`src/mlpd_pkg.sv`:
```
// Package for the multichannel length-prefix deframer.
// Beat types, opcodes, phase codes and default constants; no dependencies.
package mlpd_pkg;

	localparam int MLPD_NUM_CHANNELS   = 4;
	localparam int MLPD_QUEUE_DEPTH    = 2;
	localparam int LEN_BYTE_W          = 8;
	localparam logic [7:0]  START_BYTE = 8'h3C;   // '<'
	localparam logic [15:0] MAX_STORED_RESET = 16'd255;

	typedef struct packed {
		logic       mode;
		logic [1:0] channel;
		logic [7:0] rx_byte;
	} in_item_t;

	typedef struct packed {
		logic [1:0]  out_channel;
		logic [7:0]  payload_byte;
		logic [15:0] byte_offset;
		logic        byte_kept;
		logic        frame_last;
		logic [15:0] frame_length;
	} out_item_t;

	typedef enum logic {
		OP_DATA  = 1'b0,
		OP_CLEAR = 1'b1
	} op_t;

	typedef enum logic [1:0] {
		PH_HUNT    = 2'd0,
		PH_START   = 2'd1,
		PH_LEN_LO  = 2'd2,
		PH_PAYLOAD = 2'd3
	} phase_t;

	typedef struct packed {
		op_t        op;
		logic [1:0] channel;
		logic [7:0] data;
	} mid_entry_t;

	typedef struct packed {
		logic       push;
		mid_entry_t entry;
	} mid_wr_t;

endpackage

```
`src/mlpd_fifo.sv`:
```
// Small register queue used between the front and back and on the result side.
// Generic width and depth; no package dependency.
module mlpd_fifo #(
	parameter int WIDTH = 8,
	parameter int DEPTH = 2
) (
	input  logic             clk,
	input  logic             arst_n,
	input  logic             push,
	input  logic [WIDTH-1:0] wr_data,
	output logic             full,
	input  logic             pop,
	output logic [WIDTH-1:0] rd_data,
	output logic             empty
);

	localparam int PTR_W = (DEPTH > 1) ? $clog2(DEPTH) : 1;
	localparam int CNT_W = $clog2(DEPTH + 1);

	logic [WIDTH-1:0] mem_q [DEPTH];
	logic [PTR_W-1:0] wr_ptr_q, rd_ptr_q;
	logic [CNT_W-1:0] count_q;
	logic             push_ok, pop_ok;

	assign full    = (count_q == CNT_W'(DEPTH));
	assign empty   = (count_q == '0);
	assign push_ok = push && !full;
	assign pop_ok  = pop && !empty;
	assign rd_data = mem_q[rd_ptr_q];

	always_ff @(posedge clk or negedge arst_n) begin
		if (!arst_n) begin
			wr_ptr_q <= '0;
			rd_ptr_q <= '0;
			count_q  <= '0;
		end else begin
			if (push_ok) begin
				wr_ptr_q <= (wr_ptr_q == PTR_W'(DEPTH - 1)) ? '0 : wr_ptr_q + 1'b1;
			end
			if (pop_ok) begin
				rd_ptr_q <= (rd_ptr_q == PTR_W'(DEPTH - 1)) ? '0 : rd_ptr_q + 1'b1;
			end
			if (push_ok && !pop_ok) begin
				count_q <= count_q + 1'b1;
			end else if (pop_ok && !push_ok) begin
				count_q <= count_q - 1'b1;
			end
		end
	end

	always_ff @(posedge clk) begin
		if (push_ok) begin
			mem_q[wr_ptr_q] <= wr_data;
		end
	end

endmodule

```
`src/mlpd_front.sv`:
```
// Front end: takes input beats, drops unknown channels, tags beats as data or clear.
// Depends on mlpd_pkg.
module mlpd_front import mlpd_pkg::*; #(
	parameter int NUM_CHANNELS = MLPD_NUM_CHANNELS
) (
	input  in_item_t item,
	input  logic     push,
	output logic     full,
	input  logic     mid_full,
	output mid_wr_t  mid_wr
);

	logic in_range;

	assign in_range = (int'(item.channel) < NUM_CHANNELS);
	assign full     = mid_full;

	always_comb begin
		mid_wr.push          = push && !mid_full && in_range;
		mid_wr.entry.op      = item.mode ? OP_CLEAR : OP_DATA;
		mid_wr.entry.channel = item.channel;
		mid_wr.entry.data    = item.rx_byte;
	end

endmodule

```
`src/mlpd_back.sv`:
```
// Back end: per-channel deframer state, config register and result formatting.
// Depends on mlpd_pkg.
module mlpd_back import mlpd_pkg::*; #(
	parameter int NUM_CHANNELS = MLPD_NUM_CHANNELS
) (
	input  logic        clk,
	input  logic        arst_n,
	input  logic        cfg_wr_en,
	input  logic [15:0] cfg_wr_data,
	input  logic        mid_empty,
	input  mid_entry_t  mid_entry,
	output logic        mid_pop,
	input  logic        out_full,
	output logic        out_push,
	output out_item_t   out_entry
);

	localparam int CH_IDX_W = (NUM_CHANNELS > 1) ? $clog2(NUM_CHANNELS) : 1;

	phase_t      phase_q [NUM_CHANNELS];
	logic [15:0] len_q   [NUM_CHANNELS];
	logic [15:0] rcvd_q  [NUM_CHANNELS];
	logic [15:0] max_q;

	logic [CH_IDX_W-1:0] idx;
	logic                go;
	phase_t              cur_phase, nxt_phase;
	logic [15:0]         cur_len, cur_rcvd, nxt_len, nxt_rcvd, full_len;
	logic [16:0]         off_inc;
	logic                last;

	assign idx       = CH_IDX_W'(mid_entry.channel);
	assign go        = !mid_empty && !out_full;
	assign mid_pop   = go;
	assign cur_phase = phase_q[idx];
	assign cur_len   = len_q[idx];
	assign cur_rcvd  = rcvd_q[idx];
	assign off_inc   = {1'b0, cur_rcvd} + 17'd1;
	assign last      = (off_inc >= {1'b0, cur_len});
	assign full_len  = {mid_entry.data, cur_len[LEN_BYTE_W-1:0]};

	always_comb begin
		nxt_phase = cur_phase;
		nxt_len   = cur_len;
		nxt_rcvd  = cur_rcvd;
		out_push  = 1'b0;
		unique case (mid_entry.op)
			OP_CLEAR: begin
				nxt_phase = PH_HUNT;
				nxt_len   = '0;
				nxt_rcvd  = '0;
			end
			OP_DATA: begin
				unique case (cur_phase)
					PH_HUNT: begin
						if (mid_entry.data == START_BYTE) begin
							nxt_phase = PH_START;
						end
					end
					PH_START: begin
						nxt_len   = {8'h00, mid_entry.data};
						nxt_phase = PH_LEN_LO;
					end
					PH_LEN_LO: begin
						nxt_len   = full_len;
						nxt_rcvd  = '0;
						// zero length header goes straight back to hunting
						nxt_phase = (full_len != '0) ? PH_PAYLOAD : PH_HUNT;
					end
					PH_PAYLOAD: begin
						nxt_rcvd = off_inc[15:0];
						out_push = go;
						if (last) begin
							nxt_phase = PH_HUNT;
						end
					end
				endcase
			end
		endcase
	end

	always_comb begin
		out_entry.out_channel  = mid_entry.channel;
		out_entry.payload_byte = mid_entry.data;
		out_entry.byte_offset  = cur_rcvd;
		out_entry.byte_kept    = (cur_rcvd < max_q);
		out_entry.frame_last   = last;
		out_entry.frame_length = cur_len;
	end

	always_ff @(posedge clk or negedge arst_n) begin
		if (!arst_n) begin
			for (int i = 0; i < NUM_CHANNELS; i++) begin
				phase_q[i] <= PH_HUNT;
				len_q[i]   <= '0;
				rcvd_q[i]  <= '0;
			end
			max_q <= MAX_STORED_RESET;
		end else begin
			if (go) begin
				phase_q[idx] <= nxt_phase;
				len_q[idx]   <= nxt_len;
				rcvd_q[idx]  <= nxt_rcvd;
			end
			if (cfg_wr_en) begin
				max_q <= cfg_wr_data;
			end
		end
	end

endmodule

```
`src/multichannel_length_prefix_deframer.sv`:
```
// Top level of the multichannel length-prefix deframer.
// Depends on mlpd_pkg, mlpd_front, mlpd_fifo and mlpd_back.
//
// Bytes tagged with a channel number come in as beats on a queue-style port
// (push/full) and payload bytes leave on another (empty/pop). Each channel
// hunts for '<', reads a 16-bit little-endian length and then passes that many
// payload bytes out with offset, kept flag (offset below max_stored_bytes),
// last mark and declared length. A mode=1 beat returns its channel to hunting.
// One beat is accepted per cycle while full is low; a payload beat is
// registered in the middle queue, then goes through the back end into the
// result queue. The rate is set by the single per-channel state update in the
// back end, done once per cycle unless the back end stalls. Both queues are two
// beats deep, and the back end holds every beat while the result queue is full,
// so once the result side stops popping, at most four more payload beats are taken before full rises.
// max_stored_bytes should only be written while the block is idle.
module multichannel_length_prefix_deframer import mlpd_pkg::*; #(
	parameter int NUM_CHANNELS = MLPD_NUM_CHANNELS,
	parameter int MID_DEPTH    = MLPD_QUEUE_DEPTH,
	parameter int OUT_DEPTH    = MLPD_QUEUE_DEPTH
) (
	input  logic        clk,
	input  logic        arst_n,
	input  logic        push,
	output logic        full,
	input  in_item_t    item,
	output logic        empty,
	input  logic        pop,
	output out_item_t   result,
	input  logic        cfg_wr_en,
	input  logic [15:0] cfg_wr_data
);

	mid_wr_t    mid_wr;
	logic       mid_full, mid_empty, mid_pop;
	mid_entry_t mid_entry;
	logic       out_full, out_push;
	out_item_t  out_entry;

	mlpd_front #(.NUM_CHANNELS(NUM_CHANNELS)) u_front (
		.item     (item),
		.push     (push),
		.full     (full),
		.mid_full (mid_full),
		.mid_wr   (mid_wr)
	);

	mlpd_fifo #(.WIDTH($bits(mid_entry_t)), .DEPTH(MID_DEPTH)) u_mid_q (
		.clk     (clk),
		.arst_n  (arst_n),
		.push    (mid_wr.push),
		.wr_data (mid_wr.entry),
		.full    (mid_full),
		.pop     (mid_pop),
		.rd_data (mid_entry),
		.empty   (mid_empty)
	);

	mlpd_back #(.NUM_CHANNELS(NUM_CHANNELS)) u_back (
		.clk         (clk),
		.arst_n      (arst_n),
		.cfg_wr_en   (cfg_wr_en),
		.cfg_wr_data (cfg_wr_data),
		.mid_empty   (mid_empty),
		.mid_entry   (mid_entry),
		.mid_pop     (mid_pop),
		.out_full    (out_full),
		.out_push    (out_push),
		.out_entry   (out_entry)
	);

	mlpd_fifo #(.WIDTH($bits(out_item_t)), .DEPTH(OUT_DEPTH)) u_out_q (
		.clk     (clk),
		.arst_n  (arst_n),
		.push    (out_push),
		.wr_data (out_entry),
		.full    (out_full),
		.pop     (pop),
		.rd_data (result),
		.empty   (empty)
	);

endmodule

```
`config.mk`:
```
export PLATFORM = sky130hd
export DESIGN_NAME = multichannel_length_prefix_deframer
export DESIGN_NICKNAME = d
export VERILOG_FILES = /design/src/mlpd_pkg.sv /design/src/mlpd_fifo.sv /design/src/mlpd_front.sv /design/src/mlpd_back.sv /design/src/multichannel_length_prefix_deframer.sv
export SDC_FILE = /design/constraint.sdc
export NUM_CORES = 1
export LEC_CHECK = 0
export CAP_MARGIN = 20
export CORE_MARGIN = 2
export CORE_UTILIZATION = 35
export CTS_CLUSTER_DIAMETER = 200
export DETAILED_ROUTE_END_ITERATION = 6
export DONT_BUFFER_PORTS = 1
export PLACE_DENSITY = 0.53
export SETUP_SLACK_MARGIN = 0.1
export SYNTH_ARGS = -nofsm -noshare
export SYNTH_HDL_FRONTEND = slang
export SYNTH_SLANG_ARGS = --single-unit
```
`constraint.sdc`:
```
create_clock -name clk -period 13.5 [get_ports clk]
set_input_delay 0 -clock clk [delete_from_list [all_inputs] [get_ports clk]]
set_output_delay 0 -clock clk [all_outputs]
set_load 0.03 [all_outputs]
```
==> results of run 1 <==
-- flip-flops by register name, summed over array words and instances, names as in the netlist --
signal and count:
u_mid_q.wr_ptr_q 1, u_back.phase_q 8, u_out_q.mem_q 88, u_mid_q.count_q 2, u_back.max_q 16, u_back.len_q 64
u_out_q.rd_ptr_q 1, u_out_q.count_q 2, u_out_q.wr_ptr_q 1, u_mid_q.mem_q 22, u_mid_q.rd_ptr_q 1, u_back.rcvd_q 64
-- worst max path at each step --
| stage | start | end | slack, ps | cells after the start |
|---|---|---|---|---|
| 2_1_floorplan | u_mid_q.rd_ptr_q | u_out_q.mem_q[0][0] | 7560 | 11 |
| 3_3_place_gp | u_mid_q.rd_ptr_q | u_back.phase_q[5] | 8460 | 16 |
| 3_5_place_dp | u_mid_q.rd_ptr_q | u_back.phase_q[7] | 8360 | 17 |
| 4_1_cts | u_mid_q.rd_ptr_q | u_back.phase_q[6] | 8350 | 17 |
| 5_1_grt | u_mid_q.rd_ptr_q | u_back.phase_q[2] | 7970 | 16 |
| 6_report | u_mid_q.rd_ptr_q | u_back.phase_q[6] | 8350 | 17 |
-- layer usage --
layer / share of wire / GRT usage / up-vias
met5: 0.00051 / 0 / -
met4: 0.031 / 0.0511 / 2
met3: 0.056 / 0.0332 / 58
met2: 0.46 / 0.267 / 215
met1: 0.45 / 0.228 / 4068
li1: - / - / 3705
-- cells in the final DEF (no fill, tap or decap), types with 33 or more instances in the layout --
cell | netlist | final
inv_1 | 39 | 39
o21ai_0 | 33 | 33
ha_1 | 38 | 38
edfxtp_1 | 110 | 110
a21oi_1 | 62 | 62
nand2_1 | 70 | 70
nor2_1 | 90 | 90
mux4_2 | 33 | 33
mux2_2 | 129 | 129
dfrtp_1 | 152 | 151
-- through the flow --
step | instance area, um^2 | hold slack (ps) | setup WS [ps] | utilization | total power (W)
global placement | 13300 | -276 | 8460 | 0.366 | 0.00240
floorplan | 12900 | -296 | 7560 | - | 0.00208
finish | 14600 | 0.239 | 8350 | 0.402 | 0.00323
global route | 14600 | 20.8 | 7970 | 0.402 | 0.00343
detailed placement | 13300 | -276 | 8360 | 0.366 | 0.00243
CTS | 14600 | 7.24 | 8350 | 0.402 | 0.00327
-- final cells by class --
class                      count  area [um^2]  area share
sequential                   270         7320       0.500
multi-input combinational    638         5170       0.353
clock buffer                  34          733      0.0501
tap                          468          586      0.0400
timing repair buffer          44          428      0.0292
clock inverter                18          244      0.0167
inverter                      41          159      0.0109
-- logic make-up after synthesis --
group	Yosys count	synth area share
and+or+nand+nor	234	0.0840
DFF	270	0.569
xor gates and xnor gates	23	0.0157
adders and majority gates	38	0.0370
AOI/OAI and AO/OA	164	0.0777
buffers and inverters	91	0.0307
muxes	179	0.186
-- cell usage after synthesis (14+ instances only) --
| library cell | n | area (um^2) |
|---|---|---|
| clkbuf_1 | 37 | 139 |
| nor2_1 | 90 | 338 |
| a31oi_1 | 14 | 87.6 |
| inv_1 | 39 | 146 |
| mux2_2 | 129 | 1450 |
| mux4_2 | 33 | 743 |
| ha_1 | 38 | 475 |
| nor3_1 | 14 | 70.1 |
| a21oi_1 | 62 | 310 |
| mux2i_1 | 15 | 150 |
| dfrtp_1 | 152 | 3800 |
| edfxtp_1 | 110 | 3300 |
| nand2_1 | 70 | 263 |
| o21ai_0 | 33 | 165 |
-- worst max-delay path, stage by stage, from the launching register on --
cell	delay, ps
dfrtp_1	840
mux2i_4	240
inv_2	80
buf_4	610
mux4_2	430
ha_1	230
nand2_1	100
or3_1	460
nor2_1	170
xor2_1	160
ha_1	260
a21o_1	180
a21o_1	170
a21oi_1	130
o211ai_1	120
a41oi_1	390
a21oi_1	220
o21ai_0	210
-- timing repair --
action                                  in CTS  in global routing
hold buffers                                32                  0
endpoints found under the setup margin       0                  0
hold endpoints to repair                   208                  0
setup buffers                                0                  0
-- power by group through the flow --
stage | sequential, W | combinational, W | clock (W)
3_3_place_gp | 0.00118 | 0.00122 | 0
2_1_floorplan | 0.00113 | 0.000943 | 0
6_report | 0.00117 | 0.00125 | 0.000808
3_5_place_dp | 0.00118 | 0.00124 | 0
4_1_cts | 0.00117 | 0.00127 | 0.000833
5_1_grt | 0.00119 | 0.00138 | 0.000864
==> metrics.txt, run 1 <==
Iteration-0 DRC Markers=584; wire length per cell=20.8 um; Final period util=0.382; Power per Cell Area=221 mW/mm^2; Hold Fails Final Rpt=0; Yosys cell types=57; final setup vio count=0; Initial Util=0.353; Fmax=194 MHz; switching share of power=0.378; post-synthesis cell area=0.0129 mm^2; fin crit period=5150 ps; Num CTS Buffers=28; Fill cells=3,409; DRT Pass-1 Iters=7; Leakage=5.81 nW; critical path arrival=5620 ps; grt ovf=0; GR Util All Layers=0.166; Clk pwr share=0.250; Reg2Reg Depth=17; EDFF count, synth=110; via count=8,048; antenna cells=0; Syn Area/Cell=12.9 um^2; CP Capture Type=register; # DRC=0; core area=0.0364 mm^2; Required @ worst endpoint=13,970 ps; clock-pin slew on the worst setup and hold paths=60 ps; Chip Width=196 um; switching power=0.00122 W; clk buf depth=3; min-delay src=push; r2r endpoint=u_back.phase_q[6]; #FFs+latches synth=270; Yosys Warn Count=0; peak supply drop=0.112 mV; Placed Instances=1,429; share of layout cells above drive strength 1=0.234; H-Tree Level Count=1; first-pass GRT wire length=49.1 mm; Setup CP Type=reg -> reg; sequential area share after synthesis=0.569; Port Buf Inserts=0; Hold Crit Depth=1; initial antenna violation count=1; Root Buffer=clkbuf_16; Mapped Cells=999; slew margin rel.=0.316; total negative slack=0 ps; die area=0.0383 mm^2; aggregate routed wire length=31.5 mm; largest net degree at the start of global routing=161; FF-to-FF Start=u_mid_q.rd_ptr_q; ANT nets after route=0; Hold Path Class=in -> reg; maxcap violations=0; actual slew at the worst max-slew pin=1020 ps; die height=196 um; post-cts resize count=0; internal power=0.00201 W; Final Wtd Congestion=0.846; placed wire-length estimate=20.7 mm; Max Clock Skew=19.3 ps; status=finished clean; critical path peak fanout=49; area grow syn2layout=13.9%; Synth Flop Type=dfrtp_1; IO Count=78; Hold Path End=u_mid_q.mem_q[1][6]; TritonCTS clock tree=built; async set-reset flop share out of synthesis=0.593; Via density=5.32; CP Launch Type=register; FP Rows=70; Slew Limit Fails=0; worst-skew pair later-pin latency=560 ps; clk sinks=270; Finished Layout Cells=1,513; vias in the first global route=8,216; Comb pwr share=0.388; Synth Net Count=1,069; Reg2Reg Setup Slack=8350 ps; Reg power frac=0.362; nets=1,093; RSZ-0062 raised after global routing=false
No activity file was read; power rests on OpenSTA's default activity.
==> inputs of run 2 (changes only) <==
--- a/config.mk
+++ b/config.mk
@@ -5,13 +5,14 @@
 export SDC_FILE = /design/constraint.sdc
 export NUM_CORES = 1
 export LEC_CHECK = 0
+export ABC_AREA = 1
 export CAP_MARGIN = 20
 export CORE_MARGIN = 2
 export CORE_UTILIZATION = 35
 export CTS_CLUSTER_DIAMETER = 200
 export DETAILED_ROUTE_END_ITERATION = 6
 export DONT_BUFFER_PORTS = 1
-export PLACE_DENSITY = 0.53
+export PLACE_DENSITY = 0.55
 export SETUP_SLACK_MARGIN = 0.1
 export SYNTH_ARGS = -nofsm -noshare
 export SYNTH_HDL_FRONTEND = slang
==> constraint.sdc (replaced) <==
create_clock -name clk -period 4.35 [get_ports clk]
set_input_delay 0 -clock clk [delete_from_list [all_inputs] [get_ports clk]]
set_output_delay 0 -clock clk [all_outputs]
set_load 0.03 [all_outputs]
==> run 2 against run 1 <==
Critical path depth is 6 higher. Die area up 3.0%. Synthesized cell count grew 58%. Critical endpoint is now u_back.phase_q[7]. Largest cell class unchanged. Combinational power grew to 5.6 times the previous value. Final area grew 3.8%. Sequential cell count is the same. Highest routed layer is now met4.
==> metrics.txt, run 2 <==
Clk pwr share=0.189; nets=1,685; Finished Layout Cells=2,149; #FFs+latches synth=270; Setup CP Type=reg -> reg; worst-skew pair later-pin latency=560 ps; Via density=4.85; RSZ-0062 raised after global routing=false; Power per Cell Area=881 mW/mm^2; Design Power=0.0134 W; Placed Instances=2,064; Regs by FF count=u_out_q.mem_q x88, u_back.len_q x64, u_back.rcvd_q x64; status=finished clean; clock-pin slew on the worst setup and hold paths=70 ps; Reg power frac=0.292; Final period util=0.867; peak supply drop=0.423 mV; aggregate routed wire length=36.6 mm; critical path peak fanout=17; count leader, synth=nand2_1; GR Util All Layers=0.188; actual slew at the worst max-slew pin=1020 ps; EDFF count, synth=110; Max Clock Skew=19.9 ps; Biggest register=u_out_q.mem_q; critical path arrival=4220 ps; post-synthesis cell area=0.0132 mm^2; register area=0.00732 mm^2; initial antenna violation count=1; internal power=0.00693 W; Largest register FFs=88; share of layout cells above drive strength 1=0.0745; Syn Area/Cell=8.37 um^2; Required @ worst endpoint=4800 ps; Slew Limit Fails=0; via count=10,400; Synth Flop Type=dfrtp_1; fin crit period=3770 ps; DRT Pass-1 Iters=7; clk buf depth=3; Multi-input gate area=0.00508 mm^2; placed wire-length estimate=24.4 mm; largest net degree at the start of global routing=161; top post-synthesis cells by area=dfrtp_1, edfxtp_1, nand2_1; async set-reset flop share out of synthesis=0.593; core area=0.0375 mm^2; Synth Net Count=1,653; Chip Width=199 um; clk sinks=270; grt ovf=0; wire length per cell=17.0 um; Hold Fails Final Rpt=0; post-synth top area share=0.287; maxcap violations=0; CP Capture Type=register; Leakage=7.20 nW; Fill cells=3,794; Mapped Cells=1,583; total negative slack=0 ps; sequential area share after synthesis=0.552; Final Wtd Congestion=0.876; slew margin rel.=0.323; Root Buffer=clkbuf_16; CP Launch Type=register; Port Buf Inserts=0; Yosys cell types=43; final instance area=0.0152 mm^2; commonest non-fill, non-tap cell in the layout=nand2_1; Comb pwr share=0.519; switching share of power=0.482; IO Count=78; Hold Path Class=in -> async; Initial Util=0.353; die height=199 um; ANT nets after route=0; first-pass GRT wire length=57.3 mm; vias in the first global route=10,000; Num CTS Buffers=28; most frequent cells after synthesis=nand2_1, dfrtp_1, inv_1; commonest non-fill, non-tap cells in the layout=nand2_1, dfrtp_1, inv_1, edfxtp_1, o21ai_0; Iteration-0 DRC Markers=876; FP Rows=71; area leader, netlist=dfrtp_1; area grow syn2layout=14.7%; Yosys Warn Count=0; H-Tree Level Count=1; # DRC=0; TritonCTS clock tree=built; switching power=0.00646 W; final setup vio count=0; Fmax=265 MHz; DP Area=0.0139 mm^2; die area=0.0394 mm^2
==> run 2: changes by cell type after synthesis, sizes merged, moves of 11 or more <==
cell	before	now
mux2	129	0
nand2	70	687
nor3	15	3
mux2i	17	0
nand3	11	106
inv	41	147
mux4	33	0
a31oi	15	4
a21oi	62	23
o21ai	35	114
nor2	90	73
a21o	11	0
==> run 2: kinds of logic (layout without fill, tap and decap cells) <==
group / count (synthesis) / after routing / share of synthesized area
xor gates and xnor gates: 10 / 10 / 0.00774
AOI/OAI and AO/OA: 162 / 162 / 0.0672
adders and majority gates: 38 / 38 / 0.0359
buffers and inverters: 215 / 269 / 0.0657
other: 0 / 1 / 0
and+or+nand+nor: 888 / 888 / 0.271
DFF: 270 / 270 / 0.552
==> run 2: worst max-delay path, cell delays in order (launching register included) <==
cell and delay (ps):
dfrtp_1 410, inv_2 80, buf_4 180, nand2_1 80, nand2_2 240, nand3_1 150, nand2_1 60, nor2_1 350
nand3_2 240, nor2_1 240, nand2_1 100, and2_1 170, ha_1 290, nand4_1 110, nor3_1 220, o21ai_0 120
nand2_1 90, nand2_1 50, nand2_1 50, nand2_1 80, nand4_1 100, nand2_1 110, nand3_1 80, nand2_1 50
==> run 2: area by class of cell <==
cell class,count,area share
sequential,270,0.482
multi-input combinational,1098,0.334
tap,511,0.0421
clock buffer,37,0.0497
clock inverter,15,0.0141
inverter,150,0.0371
antenna,1,0.000165
timing repair buffer,67,0.0412
==> run 2: power by group through the flow <==
stage / Clock [W] / Combinational, W / Sequential [W]
floorplan: 0 / 0.00478 / 0.00385
global placement: 0 / 0.00681 / 0.00393
detailed placement: 0 / 0.00689 / 0.00394
CTS: 0.00258 / 0.00697 / 0.00389
global route: 0.00269 / 0.00780 / 0.00398
finish: 0.00253 / 0.00695 / 0.00390
==> run 2: routing by layer <==
layer | track usage | up-vias | share of wire
li1 | - | 5116 | -
met1 | 0.262 | 4969 | 0.46
met2 | 0.307 | 292 | 0.46
met3 | 0.0280 | 47 | 0.059
met4 | 0.0522 | 0 | 0.023
met5 | 0 | - | 0
==> run 2: final timing paths <==
kind	from	endpoint	slack (ps)	cells past startpoint
worst min-delay path	arst_n	u_mid_q.wr_ptr_q	10	2
worst min register to register	u_back.rcvd_q[44]	u_back.rcvd_q[44]	480	2
min in group clk	item[0]	u_mid_q.mem_q[1][0]	90	1
worst max-delay path	u_mid_q.rd_ptr_q	u_back.phase_q[7]	580	23
max in group asynchronous	arst_n	u_back.max_q[9]	3470	2
worst max register to register	u_mid_q.rd_ptr_q	u_back.phase_q[7]	580	23
==> run 2: what timing repair did <==
action	4_1_cts	5_1_grt
setup endpoints to repair	0	7
buffers inserted	0	0
gates resized for setup	0	1
endpoints found under the hold margin	202	0
hold buffers	32	0
==> run 2: stage by stage <==
stage / utilization / setup WS, ps / hold slack, ps
6_report: 0.405 / 579 / 14.0
5_1_grt: 0.405 / 168 / 83.6
4_1_cts: 0.405 / 547 / 80.8
3_5_place_dp: 0.370 / 545 / -277
3_3_place_gp: 0.370 / 559 / -278
2_1_floorplan: - / 702 / -296
==> inputs of run 3 (changes only) <==
--- a/config.mk
+++ b/config.mk
@@ -8,11 +8,11 @@
 export ABC_AREA = 1
 export CAP_MARGIN = 20
 export CORE_MARGIN = 2
-export CORE_UTILIZATION = 35
+export CORE_UTILIZATION = 58
 export CTS_CLUSTER_DIAMETER = 200
 export DETAILED_ROUTE_END_ITERATION = 6
 export DONT_BUFFER_PORTS = 1
-export PLACE_DENSITY = 0.55
+export PLACE_DENSITY = 0.8
 export SETUP_SLACK_MARGIN = 0.1
 export SYNTH_ARGS = -nofsm -noshare
 export SYNTH_HDL_FRONTEND = slang
==> run 3 against run 2 <==
The run now ends with DRC left. Register-to-register slack got worse by 20 ps. Non-clock buffer count rose by 3. Critical endpoint is now u_back.phase_q[4]. Highest routed layer unchanged. Global-route usage rose by 10 points.
==> metrics.txt, run 3 (synthesis results as in run 2) <==
Setup CP Type=reg -> reg; Leakage=7.19 nW; wire length per cell=17.9 um; DRT Pass-1 Iters=7; Final period util=0.871; critical path arrival=4200 ps; actual slew at the worst max-slew pin=970 ps; H-Tree Level Count=1; Reg2Reg Depth=25; share of layout cells above drive strength 1=0.0764; die area=0.0241 mm^2; aggregate routed wire length=34.4 mm; commonest non-fill, non-tap cell in the layout=nand2_1; peak supply drop=0.344 mV; total negative slack=0 ps; failing checks=DRC; TritonCTS clock tree=built; RSZ-0062 raised after global routing=false; worst-skew pair later-pin latency=530 ps; fin crit period=3790 ps; Fmax=264 MHz; area grow syn2layout=12.3%; Port Buf Inserts=0; commonest non-fill, non-tap cells in the layout=nand2_1, dfrtp_1, inv_1, edfxtp_1, o21ai_0; Max Clock Skew=17.0 ps; vias in the first global route=10,600; nets=1,687; initial antenna violation count=0; grt met1 use=0.390; die height=155 um; FP Rows=55; Initial Util=0.589; Slew Limit Fails=0; Chip Width=155 um; status=finished, violations left; Iteration-0 DRC Markers=1,077; GR Util All Layers=0.288; Required @ worst endpoint=4770 ps; Power per Cell Area=893 mW/mm^2; clk sinks=270; Post-Place Worst Slack=464 ps; met3 Usage GRT=0.0582; setup ws final=562 ps; Via density=5.61; Hold Fails Final Rpt=0; clock-pin slew on the worst setup and hold paths=60 ps; placed wire-length estimate=22.4 mm; grt ovf=0; slew margin rel.=0.351; ANT nets after route=0; maxcap violations=0; Hold Path Class=in -> async; antenna cells=0; clk buf depth=3; largest net degree at the start of global routing=161; critical path peak fanout=23; final instance area=0.0149 mm^2; DP Area=0.0136 mm^2; first-pass GRT wire length=54.9 mm; Root Buffer=clkbuf_16; final setup vio count=0; Final Wtd Congestion=0.917; Design Power=0.0133 W; Largest register FFs=88; Biggest register=u_out_q.mem_q; Regs by FF count=u_out_q.mem_q x88, u_back.len_q x64, u_back.rcvd_q x64; core area=0.0225 mm^2; # DRC=3; Num CTS Buffers=27; CP Launch Type=register; CP Capture Type=register; met2 usage=0.468; via count=10,800; most used routing layer=met2; IO Count=78
-- run 3: cell type report --
cell class / instances / area, um^2
fillers: 1737 / 7630
flip-flops and latches: 270 / 7320
multi-input cells: 1098 / 5100
clock buffers: 35 / 706
repair buffers: 70 / 627
inverters: 150 / 566
well taps: 285 / 357
clock inverters: 14 / 206
-- run 3: path summary, 6_finish.rpt --
check                                      end  slack (ps)        startpoint
max                          u_back.phase_q[4]         560  u_mid_q.rd_ptr_q
min                           u_mid_q.wr_ptr_q         120            arst_n
max reg2reg                  u_back.phase_q[4]         560  u_mid_q.rd_ptr_q
min reg2reg                   u_back.rcvd_q[5]         480  u_back.rcvd_q[5]
max in group asynchronous      u_back.max_q[9]        3570            arst_n
min in group clk           u_mid_q.mem_q[0][2]         130           item[2]
-- run 3: worst max-delay path, stage by stage, from the launching register on --
cell	delay, ps
dfrtp_1	490
inv_4	140
nand2_1	100
nand2_2	170
buf_4	290
nand2_1	100
nand2_1	60
nand2_1	50
nand2_1	120
nor2_2	200
nand2_1	140
nor2_1	160
nand3_1	100
and2_1	190
ha_1	290
nand2_1	80
nor3_1	250
o21ai_0	120
nand2_1	80
nand2_1	50
nand2_1	50
nand2_1	80
nand4_1	100
nand2_1	100
nand3_1	100
nand2_1	60
-- run 3: through the flow --
stage | hold WS, ps | instances | util
after floorplan | -296 | 1583 | -
after global placement | -288 | 1841 | 0.604
after detailed placement | -290 | 1841 | 0.604
after CTS | 111 | 1922 | 0.660
after global routing | 123 | 1922 | 0.661
final | 116 | 1922 | 0.661
-- run 3: metal layers --
metal	up-vias	routed length [um]
met4	0	1020
met3	92	3060
met1	5125	14300
met5	-	0
li1	5110	-
met2	452	16100
-- run 3: repair_timing --
action,4_1_cts,5_1_grt
gates resized for setup,0,8
endpoints found under the setup margin,0,10
hold buffers,32,0
hold endpoints to repair,202,0
buffers inserted,0,0
-- run 3: report_power, final --
group	total, W	leakage (nW)	switching (W)	internal, W
logic	0.00696	3.64	0.00508	0.00187
clock network	0.00242	0.439	0.000974	0.00145
registers	0.00391	3.11	0.000342	0.00357
